### src/tlssni_pkg.sv
// ---------------------------------------------------------------------------
// tlssni_pkg
// Types and constants shared by the server-name extractor front end, queue
// and parser.
// ---------------------------------------------------------------------------
package tlssni_pkg;

    // record and handshake codes
    localparam logic [7:0]  REC_HANDSHAKE   = 8'h16;
    localparam logic [7:0]  HS_CLIENT_HELLO = 8'h01;
    localparam logic [15:0] EXT_SERVER_NAME = 16'h0000;

    // fixed field lengths in bytes
    localparam int REC_HDR_BYTES  = 5;
    localparam int HS_LEN_BYTES   = 3;
    localparam int VERSION_BYTES  = 2;
    localparam int RANDOM_BYTES   = 32;
    localparam int LEN16_BYTES    = 2;
    localparam int SN_HDR_BYTES   = 5;
    localparam int SN_LEN_OFFSET  = 3;
    localparam int EXT_HDR_BYTES  = 4;

    // byte position counter holds up to the random length
    localparam int POS_W = $clog2(RANDOM_BYTES + 1);

    // default depth of the queue between front end and parser
    localparam int QUEUE_DEPTH_DEF = 4;

    // result kinds
    localparam logic [1:0] KIND_NAME = 2'd0;
    localparam logic [1:0] KIND_NONE = 2'd1;
    localparam logic [1:0] KIND_CUT  = 2'd2;

    // parser phases
    typedef enum logic [4:0] {
        PH_REC,
        PH_HS_TYPE,
        PH_HS_LEN,
        PH_VER,
        PH_RAND,
        PH_SID_LEN,
        PH_SID,
        PH_CS_LEN,
        PH_CS,
        PH_COMP_LEN,
        PH_COMP,
        PH_EXT_LEN,
        PH_EXT_TYPE,
        PH_EXT_SIZE,
        PH_EXT_BODY,
        PH_SN_HDR,
        PH_NAME
    } phase_t;

    // one input transfer
    typedef struct packed {
        logic [7:0] payload_byte;
        logic       final_byte;
    } payload_t;

    // one result transfer
    typedef struct packed {
        logic [1:0] kind;
        logic [7:0] name_byte;
        logic       name_end;
    } result_t;

    // classified byte handed from front end to parser
    typedef struct packed {
        logic [7:0] data;
        logic       last;
        logic       is_zero;
        logic       is_handshake;
        logic       is_hello;
    } token_t;

endpackage

### src/tls_client_hello_sni_extractor.sv
// A byte accepted at the input passes the front register, a queue entry and
// the parser output register before its result, if any, is valid.
// Throughput: one payload byte per cycle while results are taken, set by the
// single-byte parser step. The queue absorbs output stalls; input stalls once
// the queue and the front register are both full.
// Reset: asynchronous, active low; clears parser state and empties all stages.
// ---------------------------------------------------------------------------
// tls_client_hello_sni_extractor
// Extracts the server-name bytes from the ClientHello at the head of a TCP
// payload stream, one byte per transfer.
// ---------------------------------------------------------------------------
module tls_client_hello_sni_extractor #(
    parameter int QUEUE_DEPTH = tlssni_pkg::QUEUE_DEPTH_DEF
) (
    input  logic                 clk,
    input  logic                 rst_n,
    input  logic                 payload_valid,
    output logic                 payload_ready,
    input  tlssni_pkg::payload_t payload,
    output logic                 result_valid,
    input  logic                 result_ready,
    output tlssni_pkg::result_t  result
);
    import tlssni_pkg::*;

    logic   front_valid;
    logic   front_ready;
    token_t front_tok;
    logic   back_valid;
    logic   back_ready;
    token_t back_tok;

    // input register and byte classification
    tlssni_front u_front (
        .clk           (clk),
        .rst_n         (rst_n),
        .payload_valid (payload_valid),
        .payload_ready (payload_ready),
        .payload       (payload),
        .tok_valid     (front_valid),
        .tok_ready     (front_ready),
        .tok           (front_tok)
    );

    // decoupling queue
    tlssni_queue #(
        .DEPTH (QUEUE_DEPTH)
    ) u_queue (
        .clk        (clk),
        .rst_n      (rst_n),
        .push_valid (front_valid),
        .push_ready (front_ready),
        .push_tok   (front_tok),
        .pop_valid  (back_valid),
        .pop_ready  (back_ready),
        .pop_tok    (back_tok)
    );

    // header walk and name output
    tlssni_back u_back (
        .clk          (clk),
        .rst_n        (rst_n),
        .tok_valid    (back_valid),
        .tok_ready    (back_ready),
        .tok          (back_tok),
        .result_valid (result_valid),
        .result_ready (result_ready),
        .result       (result)
    );

endmodule

### src/tlssni_front.sv
// ---------------------------------------------------------------------------
// tlssni_front
// Input register stage: takes payload bytes and tags each with the byte
// classes the parser tests against.
// ---------------------------------------------------------------------------
module tlssni_front (
    input  logic                 clk,
    input  logic                 rst_n,
    input  logic                 payload_valid,
    output logic                 payload_ready,
    input  tlssni_pkg::payload_t payload,
    output logic                 tok_valid,
    input  logic                 tok_ready,
    output tlssni_pkg::token_t   tok
);
    import tlssni_pkg::*;

    logic   valid_reg;
    logic   valid_next;
    token_t tok_reg;
    token_t tok_next;
    logic   take;

    // accept when the stage is empty or draining this cycle
    assign payload_ready = !valid_reg || tok_ready;
    assign take          = payload_valid && payload_ready;

    // classify the incoming byte
    always_comb
    begin
        tok_next.data         = payload.payload_byte;
        tok_next.last         = payload.final_byte;
        tok_next.is_zero      = (payload.payload_byte == 8'h00);
        tok_next.is_handshake = (payload.payload_byte == REC_HANDSHAKE);
        tok_next.is_hello     = (payload.payload_byte == HS_CLIENT_HELLO);
    end

    // stage occupancy
    always_comb
    begin
        if (take)
        begin
            valid_next = 1'b1;
        end
        else if (tok_ready)
        begin
            valid_next = 1'b0;
        end
        else
        begin
            valid_next = valid_reg;
        end
    end

    always_ff @(posedge clk or negedge rst_n)
    begin
        if (!rst_n)
        begin
            valid_reg <= 1'b0;
        end
        else
        begin
            valid_reg <= valid_next;
        end
    end

    // payload register
    always_ff @(posedge clk)
    begin
        if (take)
        begin
            tok_reg <= tok_next;
        end
    end

    assign tok_valid = valid_reg;
    assign tok       = tok_reg;

endmodule

### src/tlssni_queue.sv
// ---------------------------------------------------------------------------
// tlssni_queue
// Short first-in first-out queue of classified bytes between the front end
// and the parser.
// ---------------------------------------------------------------------------
module tlssni_queue #(
    parameter int DEPTH = tlssni_pkg::QUEUE_DEPTH_DEF
) (
    input  logic               clk,
    input  logic               rst_n,
    input  logic               push_valid,
    output logic               push_ready,
    input  tlssni_pkg::token_t push_tok,
    output logic               pop_valid,
    input  logic               pop_ready,
    output tlssni_pkg::token_t pop_tok
);
    import tlssni_pkg::*;

    localparam int PTR_W = (DEPTH > 1) ? $clog2(DEPTH) : 1;
    localparam int CNT_W = $clog2(DEPTH + 1);

    token_t             entry_reg [DEPTH];
    logic [PTR_W-1:0]   wr_ptr_reg;
    logic [PTR_W-1:0]   wr_ptr_next;
    logic [PTR_W-1:0]   rd_ptr_reg;
    logic [PTR_W-1:0]   rd_ptr_next;
    logic [CNT_W-1:0]   count_reg;
    logic [CNT_W-1:0]   count_next;
    logic               do_push;
    logic               do_pop;

    assign push_ready = (count_reg != CNT_W'(DEPTH));
    assign pop_valid  = (count_reg != '0);
    assign pop_tok    = entry_reg[rd_ptr_reg];
    assign do_push    = push_valid && push_ready;
    assign do_pop     = pop_valid && pop_ready;

    // pointer and count update
    always_comb
    begin
        wr_ptr_next = wr_ptr_reg;
        rd_ptr_next = rd_ptr_reg;
        count_next  = count_reg;
        if (do_push)
        begin
            wr_ptr_next = (wr_ptr_reg == PTR_W'(DEPTH - 1)) ? '0 : wr_ptr_reg + 1'b1;
        end
        if (do_pop)
        begin
            rd_ptr_next = (rd_ptr_reg == PTR_W'(DEPTH - 1)) ? '0 : rd_ptr_reg + 1'b1;
        end
        if (do_push && !do_pop)
        begin
            count_next = count_reg + 1'b1;
        end
        else if (do_pop && !do_push)
        begin
            count_next = count_reg - 1'b1;
        end
    end

    always_ff @(posedge clk or negedge rst_n)
    begin
        if (!rst_n)
        begin
            wr_ptr_reg <= '0;
            rd_ptr_reg <= '0;
            count_reg  <= '0;
        end
        else
        begin
            wr_ptr_reg <= wr_ptr_next;
            rd_ptr_reg <= rd_ptr_next;
            count_reg  <= count_next;
        end
    end

    // entry storage
    always_ff @(posedge clk)
    begin
        if (do_push)
        begin
            entry_reg[wr_ptr_reg] <= push_tok;
        end
    end

endmodule

### src/tlssni_back.sv
// ---------------------------------------------------------------------------
// tlssni_back
// ClientHello parser: walks record, handshake and extension headers one byte
// per cycle unless stalled; emits server-name bytes into an output register.
// ---------------------------------------------------------------------------
module tlssni_back (
    input  logic                 clk,
    input  logic                 rst_n,
    input  logic                 tok_valid,
    output logic                 tok_ready,
    input  tlssni_pkg::token_t   tok,
    output logic                 result_valid,
    input  logic                 result_ready,
    output tlssni_pkg::result_t  result
);
    import tlssni_pkg::*;

    phase_t             phase_reg;
    phase_t             phase_next;
    logic [POS_W-1:0]   pos_reg;
    logic [POS_W-1:0]   pos_next;
    logic [15:0]        field_reg;
    logic [15:0]        field_next;
    logic [23:0]        hello_len_reg;
    logic [23:0]        hello_len_next;
    logic [23:0]        hello_cnt_reg;
    logic [23:0]        hello_cnt_next;
    logic [15:0]        ext_rem_reg;
    logic [15:0]        ext_rem_next;
    logic [15:0]        ext_type_reg;
    logic [15:0]        ext_type_next;
    logic [15:0]        name_rem_reg;
    logic [15:0]        name_rem_next;
    logic               finished_reg;
    logic               finished_next;
    logic               res_valid_reg;
    logic               res_valid_next;
    result_t            res_reg;
    result_t            res_next;

    logic               fire;
    logic               emit;
    logic [POS_W-1:0]   pos_inc;
    logic [15:0]        field_dec;
    logic [15:0]        field_shift;
    logic [23:0]        hello_cnt_inc;
    logic               hello_done;
    logic [15:0]        ext_shift;
    logic [16:0]        ext_total;
    logic               ext_overrun;
    logic [15:0]        name_dec;
    logic [15:0]        name_hdr_val;

    // a byte is taken when the output register can hold its result
    assign tok_ready = !res_valid_reg || result_ready;
    assign fire      = tok_valid && tok_ready;

    // shared arithmetic
    assign pos_inc       = pos_reg + 1'b1;
    assign field_dec     = field_reg - 1'b1;
    assign field_shift   = {field_reg[7:0], tok.data};
    assign hello_cnt_inc = hello_cnt_reg + 1'b1;
    assign hello_done    = (hello_cnt_inc == hello_len_reg);
    assign ext_shift     = {ext_rem_reg[7:0], tok.data};
    assign ext_total     = {1'b0, field_shift} + 17'(EXT_HDR_BYTES);
    assign ext_overrun   = (ext_total >= {1'b0, ext_rem_reg});
    assign name_dec      = name_rem_reg - 1'b1;
    assign name_hdr_val  = (pos_reg >= POS_W'(SN_LEN_OFFSET)) ?
                           {name_rem_reg[7:0], tok.data} : name_rem_reg;

    // next phase
    always_comb
    begin
        phase_next = phase_reg;
        if (fire)
        begin
            if (tok.last)
            begin
                phase_next = PH_REC;
            end
            else if (!finished_reg)
            begin
                case (phase_reg)
                    PH_REC:
                    begin
                        if (!(pos_reg == '0 && !tok.is_handshake) &&
                            pos_inc >= POS_W'(REC_HDR_BYTES))
                        begin
                            phase_next = PH_HS_TYPE;
                        end
                    end
                    PH_HS_TYPE:
                    begin
                        if (tok.is_hello)
                        begin
                            phase_next = PH_HS_LEN;
                        end
                    end
                    PH_HS_LEN:
                    begin
                        if (pos_inc >= POS_W'(HS_LEN_BYTES))
                        begin
                            phase_next = PH_VER;
                        end
                    end
                    PH_VER:
                    begin
                        if (pos_inc >= POS_W'(VERSION_BYTES))
                        begin
                            phase_next = PH_RAND;
                        end
                    end
                    PH_RAND:
                    begin
                        if (pos_inc >= POS_W'(RANDOM_BYTES))
                        begin
                            phase_next = PH_SID_LEN;
                        end
                    end
                    PH_SID_LEN:
                    begin
                        phase_next = tok.is_zero ? PH_CS_LEN : PH_SID;
                    end
                    PH_SID:
                    begin
                        if (field_dec == '0)
                        begin
                            phase_next = PH_CS_LEN;
                        end
                    end
                    PH_CS_LEN:
                    begin
                        if (pos_inc >= POS_W'(LEN16_BYTES))
                        begin
                            phase_next = (field_shift == '0) ? PH_COMP_LEN : PH_CS;
                        end
                    end
                    PH_CS:
                    begin
                        if (field_dec == '0)
                        begin
                            phase_next = PH_COMP_LEN;
                        end
                    end
                    PH_COMP_LEN:
                    begin
                        if (!tok.is_zero)
                        begin
                            phase_next = PH_COMP;
                        end
                        else if (!hello_done)
                        begin
                            phase_next = PH_EXT_LEN;
                        end
                    end
                    PH_COMP:
                    begin
                        if (field_dec == '0 && !hello_done)
                        begin
                            phase_next = PH_EXT_LEN;
                        end
                    end
                    PH_EXT_LEN:
                    begin
                        if (pos_inc >= POS_W'(LEN16_BYTES) && ext_shift != '0)
                        begin
                            phase_next = PH_EXT_TYPE;
                        end
                    end
                    PH_EXT_TYPE:
                    begin
                        if (pos_inc >= POS_W'(LEN16_BYTES))
                        begin
                            phase_next = PH_EXT_SIZE;
                        end
                    end
                    PH_EXT_SIZE:
                    begin
                        if (pos_inc >= POS_W'(LEN16_BYTES))
                        begin
                            if (ext_type_reg == EXT_SERVER_NAME)
                            begin
                                phase_next = PH_SN_HDR;
                            end
                            else if (!ext_overrun)
                            begin
                                phase_next = (field_shift == '0) ? PH_EXT_TYPE : PH_EXT_BODY;
                            end
                        end
                    end
                    PH_EXT_BODY:
                    begin
                        if (field_dec == '0)
                        begin
                            phase_next = PH_EXT_TYPE;
                        end
                    end
                    PH_SN_HDR:
                    begin
                        if (pos_inc >= POS_W'(SN_HDR_BYTES) && name_hdr_val != '0)
                        begin
                            phase_next = PH_NAME;
                        end
                    end
                    default:
                    begin
                        phase_next = phase_reg;
                    end
                endcase
            end
        end
    end

    // counters, length fields and the emitted result
    always_comb
    begin
        pos_next       = pos_reg;
        field_next     = field_reg;
        hello_len_next = hello_len_reg;
        hello_cnt_next = hello_cnt_reg;
        ext_rem_next   = ext_rem_reg;
        ext_type_next  = ext_type_reg;
        name_rem_next  = name_rem_reg;
        finished_next  = finished_reg;
        emit           = 1'b0;
        res_next       = '{kind: KIND_NONE, name_byte: 8'h00, name_end: 1'b0};

        if (fire)
        begin
            if (!finished_reg)
            begin
                case (phase_reg)
                    PH_REC:
                    begin
                        if (pos_reg == '0 && !tok.is_handshake)
                        begin
                            finished_next = 1'b1;
                            emit          = 1'b1;
                        end
                        else
                        begin
                            pos_next = pos_inc;
                            if (pos_inc >= POS_W'(REC_HDR_BYTES))
                            begin
                                pos_next   = '0;
                                field_next = '0;
                            end
                        end
                    end
                    PH_HS_TYPE:
                    begin
                        if (!tok.is_hello)
                        begin
                            finished_next = 1'b1;
                            emit          = 1'b1;
                        end
                        else
                        begin
                            hello_len_next = '0;
                            pos_next       = '0;
                            field_next     = '0;
                        end
                    end
                    PH_HS_LEN:
                    begin
                        hello_len_next = {hello_len_reg[15:0], tok.data};
                        pos_next       = pos_inc;
                        if (pos_inc >= POS_W'(HS_LEN_BYTES))
                        begin
                            hello_cnt_next = '0;
                            pos_next       = '0;
                            field_next     = '0;
                        end
                    end
                    PH_VER:
                    begin
                        hello_cnt_next = hello_cnt_inc;
                        pos_next       = pos_inc;
                        if (pos_inc >= POS_W'(VERSION_BYTES))
                        begin
                            pos_next   = '0;
                            field_next = '0;
                        end
                    end
                    PH_RAND:
                    begin
                        hello_cnt_next = hello_cnt_inc;
                        pos_next       = pos_inc;
                        if (pos_inc >= POS_W'(RANDOM_BYTES))
                        begin
                            pos_next   = '0;
                            field_next = '0;
                        end
                    end
                    PH_SID_LEN:
                    begin
                        hello_cnt_next = hello_cnt_inc;
                        if (tok.is_zero)
                        begin
                            pos_next   = '0;
                            field_next = '0;
                        end
                        else
                        begin
                            field_next = {8'h00, tok.data};
                        end
                    end
                    PH_SID, PH_CS:
                    begin
                        hello_cnt_next = hello_cnt_inc;
                        field_next     = field_dec;
                        if (field_dec == '0)
                        begin
                            pos_next = '0;
                        end
                    end
                    PH_CS_LEN:
                    begin
                        hello_cnt_next = hello_cnt_inc;
                        field_next     = field_shift;
                        pos_next       = pos_inc;
                        if (pos_inc >= POS_W'(LEN16_BYTES) && field_shift == '0)
                        begin
                            pos_next = '0;
                        end
                    end
                    PH_COMP_LEN:
                    begin
                        hello_cnt_next = hello_cnt_inc;
                        if (!tok.is_zero)
                        begin
                            field_next = {8'h00, tok.data};
                        end
                        else if (hello_done)
                        begin
                            finished_next = 1'b1;
                            emit          = 1'b1;
                        end
                        else
                        begin
                            ext_rem_next = '0;
                            pos_next     = '0;
                            field_next   = '0;
                        end
                    end
                    PH_COMP:
                    begin
                        hello_cnt_next = hello_cnt_inc;
                        field_next     = field_dec;
                        if (field_dec == '0)
                        begin
                            if (hello_done)
                            begin
                                finished_next = 1'b1;
                                emit          = 1'b1;
                            end
                            else
                            begin
                                ext_rem_next = '0;
                                pos_next     = '0;
                            end
                        end
                    end
                    PH_EXT_LEN:
                    begin
                        ext_rem_next = ext_shift;
                        pos_next     = pos_inc;
                        if (pos_inc >= POS_W'(LEN16_BYTES))
                        begin
                            if (ext_shift == '0)
                            begin
                                finished_next = 1'b1;
                                emit          = 1'b1;
                            end
                            else
                            begin
                                ext_type_next = '0;
                                pos_next      = '0;
                                field_next    = '0;
                            end
                        end
                    end
                    PH_EXT_TYPE:
                    begin
                        ext_type_next = {ext_type_reg[7:0], tok.data};
                        pos_next      = pos_inc;
                        if (pos_inc >= POS_W'(LEN16_BYTES))
                        begin
                            pos_next   = '0;
                            field_next = '0;
                        end
                    end
                    PH_EXT_SIZE:
                    begin
                        field_next = field_shift;
                        pos_next   = pos_inc;
                        if (pos_inc >= POS_W'(LEN16_BYTES))
                        begin
                            if (ext_type_reg == EXT_SERVER_NAME)
                            begin
                                name_rem_next = '0;
                                pos_next      = '0;
                                field_next    = '0;
                            end
                            else if (ext_overrun)
                            begin
                                // list exhausted, remaining length saturates
                                ext_rem_next  = '0;
                                finished_next = 1'b1;
                                emit          = 1'b1;
                            end
                            else
                            begin
                                ext_rem_next = ext_rem_reg - ext_total[15:0];
                                pos_next     = '0;
                                if (field_shift == '0)
                                begin
                                    ext_type_next = '0;
                                    field_next    = '0;
                                end
                            end
                        end
                    end
                    PH_EXT_BODY:
                    begin
                        field_next = field_dec;
                        if (field_dec == '0)
                        begin
                            ext_type_next = '0;
                            pos_next      = '0;
                        end
                    end
                    PH_SN_HDR:
                    begin
                        name_rem_next = name_hdr_val;
                        pos_next      = pos_inc;
                        if (pos_inc >= POS_W'(SN_HDR_BYTES))
                        begin
                            if (name_hdr_val == '0)
                            begin
                                finished_next = 1'b1;
                                emit          = 1'b1;
                            end
                            else
                            begin
                                pos_next   = '0;
                                field_next = '0;
                            end
                        end
                    end
                    PH_NAME:
                    begin
                        name_rem_next      = name_dec;
                        emit               = 1'b1;
                        res_next.kind      = KIND_NAME;
                        res_next.name_byte = tok.data;
                        if (name_dec == '0)
                        begin
                            finished_next     = 1'b1;
                            res_next.name_end = 1'b1;
                        end
                        else if (tok.last)
                        begin
                            finished_next     = 1'b1;
                            res_next.kind     = KIND_CUT;
                            res_next.name_end = 1'b1;
                        end
                    end
                    default:
                    begin
                        finished_next = 1'b1;
                        emit          = 1'b1;
                    end
                endcase
            end

            // end of payload: report no name if nothing was decided, then clear
            if (tok.last)
            begin
                if (!finished_reg && !emit)
                begin
                    emit = 1'b1;
                end
                pos_next       = '0;
                field_next     = '0;
                hello_len_next = '0;
                hello_cnt_next = '0;
                ext_rem_next   = '0;
                ext_type_next  = '0;
                name_rem_next  = '0;
                finished_next  = 1'b0;
            end
        end
    end

    // output register occupancy
    always_comb
    begin
        if (fire && emit)
        begin
            res_valid_next = 1'b1;
        end
        else if (result_ready)
        begin
            res_valid_next = 1'b0;
        end
        else
        begin
            res_valid_next = res_valid_reg;
        end
    end

    always_ff @(posedge clk or negedge rst_n)
    begin
        if (!rst_n)
        begin
            phase_reg     <= PH_REC;
            pos_reg       <= '0;
            field_reg     <= '0;
            hello_len_reg <= '0;
            hello_cnt_reg <= '0;
            ext_rem_reg   <= '0;
            ext_type_reg  <= '0;
            name_rem_reg  <= '0;
            finished_reg  <= 1'b0;
            res_valid_reg <= 1'b0;
        end
        else
        begin
            phase_reg     <= phase_next;
            pos_reg       <= pos_next;
            field_reg     <= field_next;
            hello_len_reg <= hello_len_next;
            hello_cnt_reg <= hello_cnt_next;
            ext_rem_reg   <= ext_rem_next;
            ext_type_reg  <= ext_type_next;
            name_rem_reg  <= name_rem_next;
            finished_reg  <= finished_next;
            res_valid_reg <= res_valid_next;
        end
    end

    // result payload register
    always_ff @(posedge clk)
    begin
        if (fire && emit)
        begin
            res_reg <= res_next;
        end
    end

    assign result_valid = res_valid_reg;
    assign result       = res_reg;

endmodule
### config.mk
export PLATFORM = sky130hd
export DESIGN_NAME = tls_client_hello_sni_extractor
export DESIGN_NICKNAME = d
export VERILOG_FILES = /design/src/tlssni_pkg.sv /design/src/tls_client_hello_sni_extractor.sv /design/src/tlssni_front.sv /design/src/tlssni_queue.sv /design/src/tlssni_back.sv
export SDC_FILE = /design/constraint.sdc
export NUM_CORES = 1
export LEC_CHECK = 0
export ABC_AREA = 0
export BUFFER_PORTS_ARGS = -buffer_cell sky130_fd_sc_hd__buf_2
export CAP_MARGIN = 20
export CORE_UTILIZATION = 50
export CTS_CLUSTER_DIAMETER = 200
export DETAILED_ROUTE_END_ITERATION = 10
export HOLD_SLACK_MARGIN = 0.02
export PLACE_DENSITY_LB_ADDON = 0.12
export SYNTH_ARGS = -nofsm -noshare
export SYNTH_HDL_FRONTEND = slang
export SYNTH_HIERARCHICAL = 1
export SYNTH_SLANG_ARGS = --single-unit
### constraint.sdc
create_clock -name clk -period 15.03 [get_ports clk]
set_input_delay 3.006 -clock clk [delete_from_list [all_inputs] [get_ports clk]]
set_output_delay 3.006 -clock clk [all_outputs]
set_load 0.02 [all_outputs]
==> metrics.md <==
| Metric | Value |
|---|---|
| Number of flip-flops under the largest register name | 48 |
| Setup Buffers After CTS | 0 |
| CP endpoint kind | flip-flop |
| Vias in the first global route | roughly 10k |
| Worst Path Required | between 15 and 20 ns |
| First-pass GRT wire length | ~56000 um |
| GPL Wtd Cong | 0.966 |
| CTS resizes | 0 |
| Total GRT Usage | between 20% and 30% |
| Latest clock arrival within the worst-skew pair | approximately 0.53 ns |
| Hold_buf cts | 0 |
| CTS clock-pin slew for the worst setup and hold paths | roughly 0.060 ns |
| 1st-pass router iterations | 7 |
| Residual DRC | 0 |
| Multi-input logic area | ~7000 um^2 |
| Root buf cell | clkbuf_16 |
| Main combinational cell family by area after synthesis | simple AND/OR/NAND/NOR gates |
| Clk_skew | about 0.012 ns |
| Grt total ovfl | 0 |
| Final setup fails | 0 |
| Max VDD drop | between 0.0001 and 0.00015 V |
| Initial Util | 51.6% |
| R2R depth | 15 |
| Slew HR | between 30% and 40% |
| I/O Pins | 26 |
| Area Growth Syn to Fin | 8.09% |
| Routed WL | 34400 um |
| Top sig layer | met4 |
| Max-cap violations | 0 |
| Post-route clock period utilization | approximately two fifths |
| Die height | about 160 um |
| Post-Synth Adder-Cell Area | 4.87% |
| P per Cell Area | approximately 170 nW/um^2 |
| Initial drt markers | approximately 1.1k |
| Post-Synth XOR/XNOR Area | around 4.4% |
| H-tree depth | 1 |
| Critical Path Max Stage Delay | 0.87 ns |
| Die area | approximately 27000 um^2 |
| Final Critical Period | around 5.7 ns |
| Startpoint Class | flip-flop |
| RSZ-0062 raised after global routing | false |
| Avg Cell Area, Syn | around 9.4 um^2 |
| Hold Vio Cnt, Final | 0 |
| Final Slew Violations | 0 |
| Final Util | 55.8% |
| Sum Neg Setup Slack | 0 ns |
| Setup crit end | u_back/result[1] |
| Worst Path Arrival | roughly 6.0 ns |
| Clock Sink Count | a little over 200 |
| Yosys warns | 6 |
| Netlist cell types | around 100 |
| Top delay family on crit path | simple AND/OR/NAND/NOR gates |
| Fmax | ~180 MHz |
| FF/Latch Area | between 5000 and 6000 um^2 |
| HP Class | reg2reg |
| Met2 wire length | about 15000 um |
| NumNets Final | 1435 |
| Clock Tree Buf Depth | 3 |
| Mapped cell area | 13100 um^2 |
| Worst R2R Start | u_queue/rd_ptr_reg[0] |
| CTS tree | yes |
| Ys flop type | dfrtp_1 |
| Levels on crit path | 15 |
| Yosys reg bits | between 200 and 250 |
| Fin cells | approximately 1.7k |
| Wl on met1 | ~16000 um |
| WL met3 | roughly 2300 um |
| Die Wd | roughly 160 um |
| RR Endpoint | u_back/result[1] |
| CP Buf/Inv Count | 2 |
| Routed Antenna Nets | 0 |
| Slowest cell on the critical path | dfrtp_1 |
| Outcome | finished clean |
| Sequential area share after synthesis | just over 40% |
| FILL cells | roughly 2.3k |
| Share of layout cells above drive strength 1 | between 10% and 20% |
| Synth Area in Compound Gates | between 15 and 20% |
| Core Area | 25500 um^2 |
| CP cell instances | mux4_2 -> inv_1 -> nor3_1 -> and3_1 -> and3_1 -> nand3_1 -> xnor2_1 -> ha_1 -> nand3_1 -> a2111oi_0 -> nor3_1 -> nor2_1 -> a32oi_1 -> a31oi_1 -> buf_4 |
| Net Count, Synth | roughly 1.5k |
| Port Buf Inserts | 25 |
| EDFF count, synth | 71 |
| Setup slack, reg-to-reg | 9.32 ns |
| Mux cell area share after synthesis | 6.07% |
| Vias per cell | 6.23 |
| Diode count | 0 |
| Initial antenna violation count | 0 |
| Post-Synth Simple-Gate Area | 20.4% |
| CP startpoint | u_queue/rd_ptr_reg[0] |
| Post-Synthesis Cells | ~1.4k |
| Row cnt | slightly below 60 |
| FFs w/ async S/R, synth | about 65% |
| Placed insts | about 1.7k |
| Worst slew pin tran | 1.01 ns |
| Critical path fanouts, max | 15 |
| TritonCTS Buffers | 23 |
| Total power | approximately 2.4 mW |
| WS Path Type | reg2reg |
| Wire per inst | between 20 and 25 um |
| Vias | roughly 11k |
| Pleak | 5.84 nW |
| Largest net degree at the start of global routing | 72 |
| HPWL after DPL | 24100 um |
-- routing by layer --
layer | track usage, % | vias to the layer above
met5 | 0 | -
li1 | - | 5088
met3 | 3.99 | 70
met4 | 9.43 | 0
met1 | 37.8 | 5150
met2 | 40.5 | 399
-- stage by stage --
stage	area [um^2]	hold slack (ns)	setup WS, ns
2_1_floorplan	13100	0.447	10.16
3_3_place_gp	13400	0.477	9.14
3_5_place_dp	13400	0.482	8.89
4_1_cts	14200	0.495	8.86
5_1_grt	14200	0.511	8.90
6_report	14200	0.493	9.32
-- power breakdown --
group,leakage [nW],internal [mW],switching (mW)
registers,2.50,0.664,0.0751
clock network,0.399,0.357,0.241
logic,2.94,0.361,0.689
-- how the worst min path moves through the flow --
stage / from / to / slack (ns) / depth (start not counted)
after detailed placement: u_queue/count_reg[2] / u_queue/count_reg[2] / 0.48 / 1
after global routing: u_back/ext_type_reg[13] / u_back/ext_type_reg[13] / 0.51 / 1
after floorplan: u_queue/count_reg[2] / u_queue/count_reg[2] / 0.45 / 1
after CTS: u_queue/count_reg[2] / u_queue/count_reg[2] / 0.50 / 1
final: u_queue/count_reg[2] / u_queue/count_reg[2] / 0.49 / 1
after global placement: u_front/tok[1] / u_queue/entry_reg[2][1] / 0.48 / 0
-- synthesized netlist by cell type, drive strengths merged (5+ instances only) --
master	count	share of area, %
a2111oi	7	0.52
a211o	5	0.33
a211oi	6	0.34
a21o	9	0.51
a21oi	61	2.3
a22o	19	1.3
a22oi	26	1.5
a311oi	5	0.33
a31oi	12	0.57
a32oi	5	0.33
and2	22	1.1
and3	23	1.1
and4	8	0.54
buf	26	1.3
clkbuf	63	1.8
dfrtp	133	25
edfxtp	71	16
ha	48	4.6
inv	65	1.9
mux2	24	2.3
mux2i	22	1.7
mux4	12	2.1
nand2	136	3.9
nand2b	11	0.52
nand3	39	1.6
nand4	26	1.4
nor2	115	3.3
nor2b	9	0.43
nor3	38	1.6
nor4	34	1.8
nor4b	7	0.56
o211ai	6	0.34
o21ai	121	4.6
o31ai	18	1.1
o41ai	6	0.40
or2	8	0.38
or3	12	0.58
or4	8	0.49
xnor2	40	2.7
xor2	26	1.7
-- kinds of logic (layout without fill, tap and decap cells) --
logic type | count (synthesis) | after routing
fa+ha+maj | 50 | 50
xor+xnor | 66 | 66
mux | 58 | 58
buf+inv | 155 | 146
simple gates | 513 | 513
flops | 204 | 204
compound gates | 352 | 352
-- layout make-up --
cell class / instances / area share [%]
multi-input cells: 1039 / 49.5
flip-flops and latches: 204 / 38.4
clock buffers: 27 / 4.46
well taps: 330 / 2.91
inverters: 66 / 1.74
repair buffers: 38 / 1.65
clock inverters: 15 / 1.28
-- layout by cell type, fill, tap and decap left out, types with 25 or more instances in the layout --
| cell type | n |
|---|---|
| nor3_1 | 35 |
| dfrtp_1 | 133 |
| nor2_1 | 114 |
| nand3_1 | 37 |
| nor4_1 | 30 |
| a22oi_1 | 26 |
| ha_1 | 48 |
| clkbuf_16 | 25 |
| xor2_1 | 26 |
| o21ai_0 | 119 |
| inv_1 | 65 |
| nand4_1 | 25 |
| xnor2_1 | 40 |
| nand2_1 | 136 |
| a21oi_1 | 61 |
| edfxtp_1 | 71 |
(Power assumes the default switching activity.)
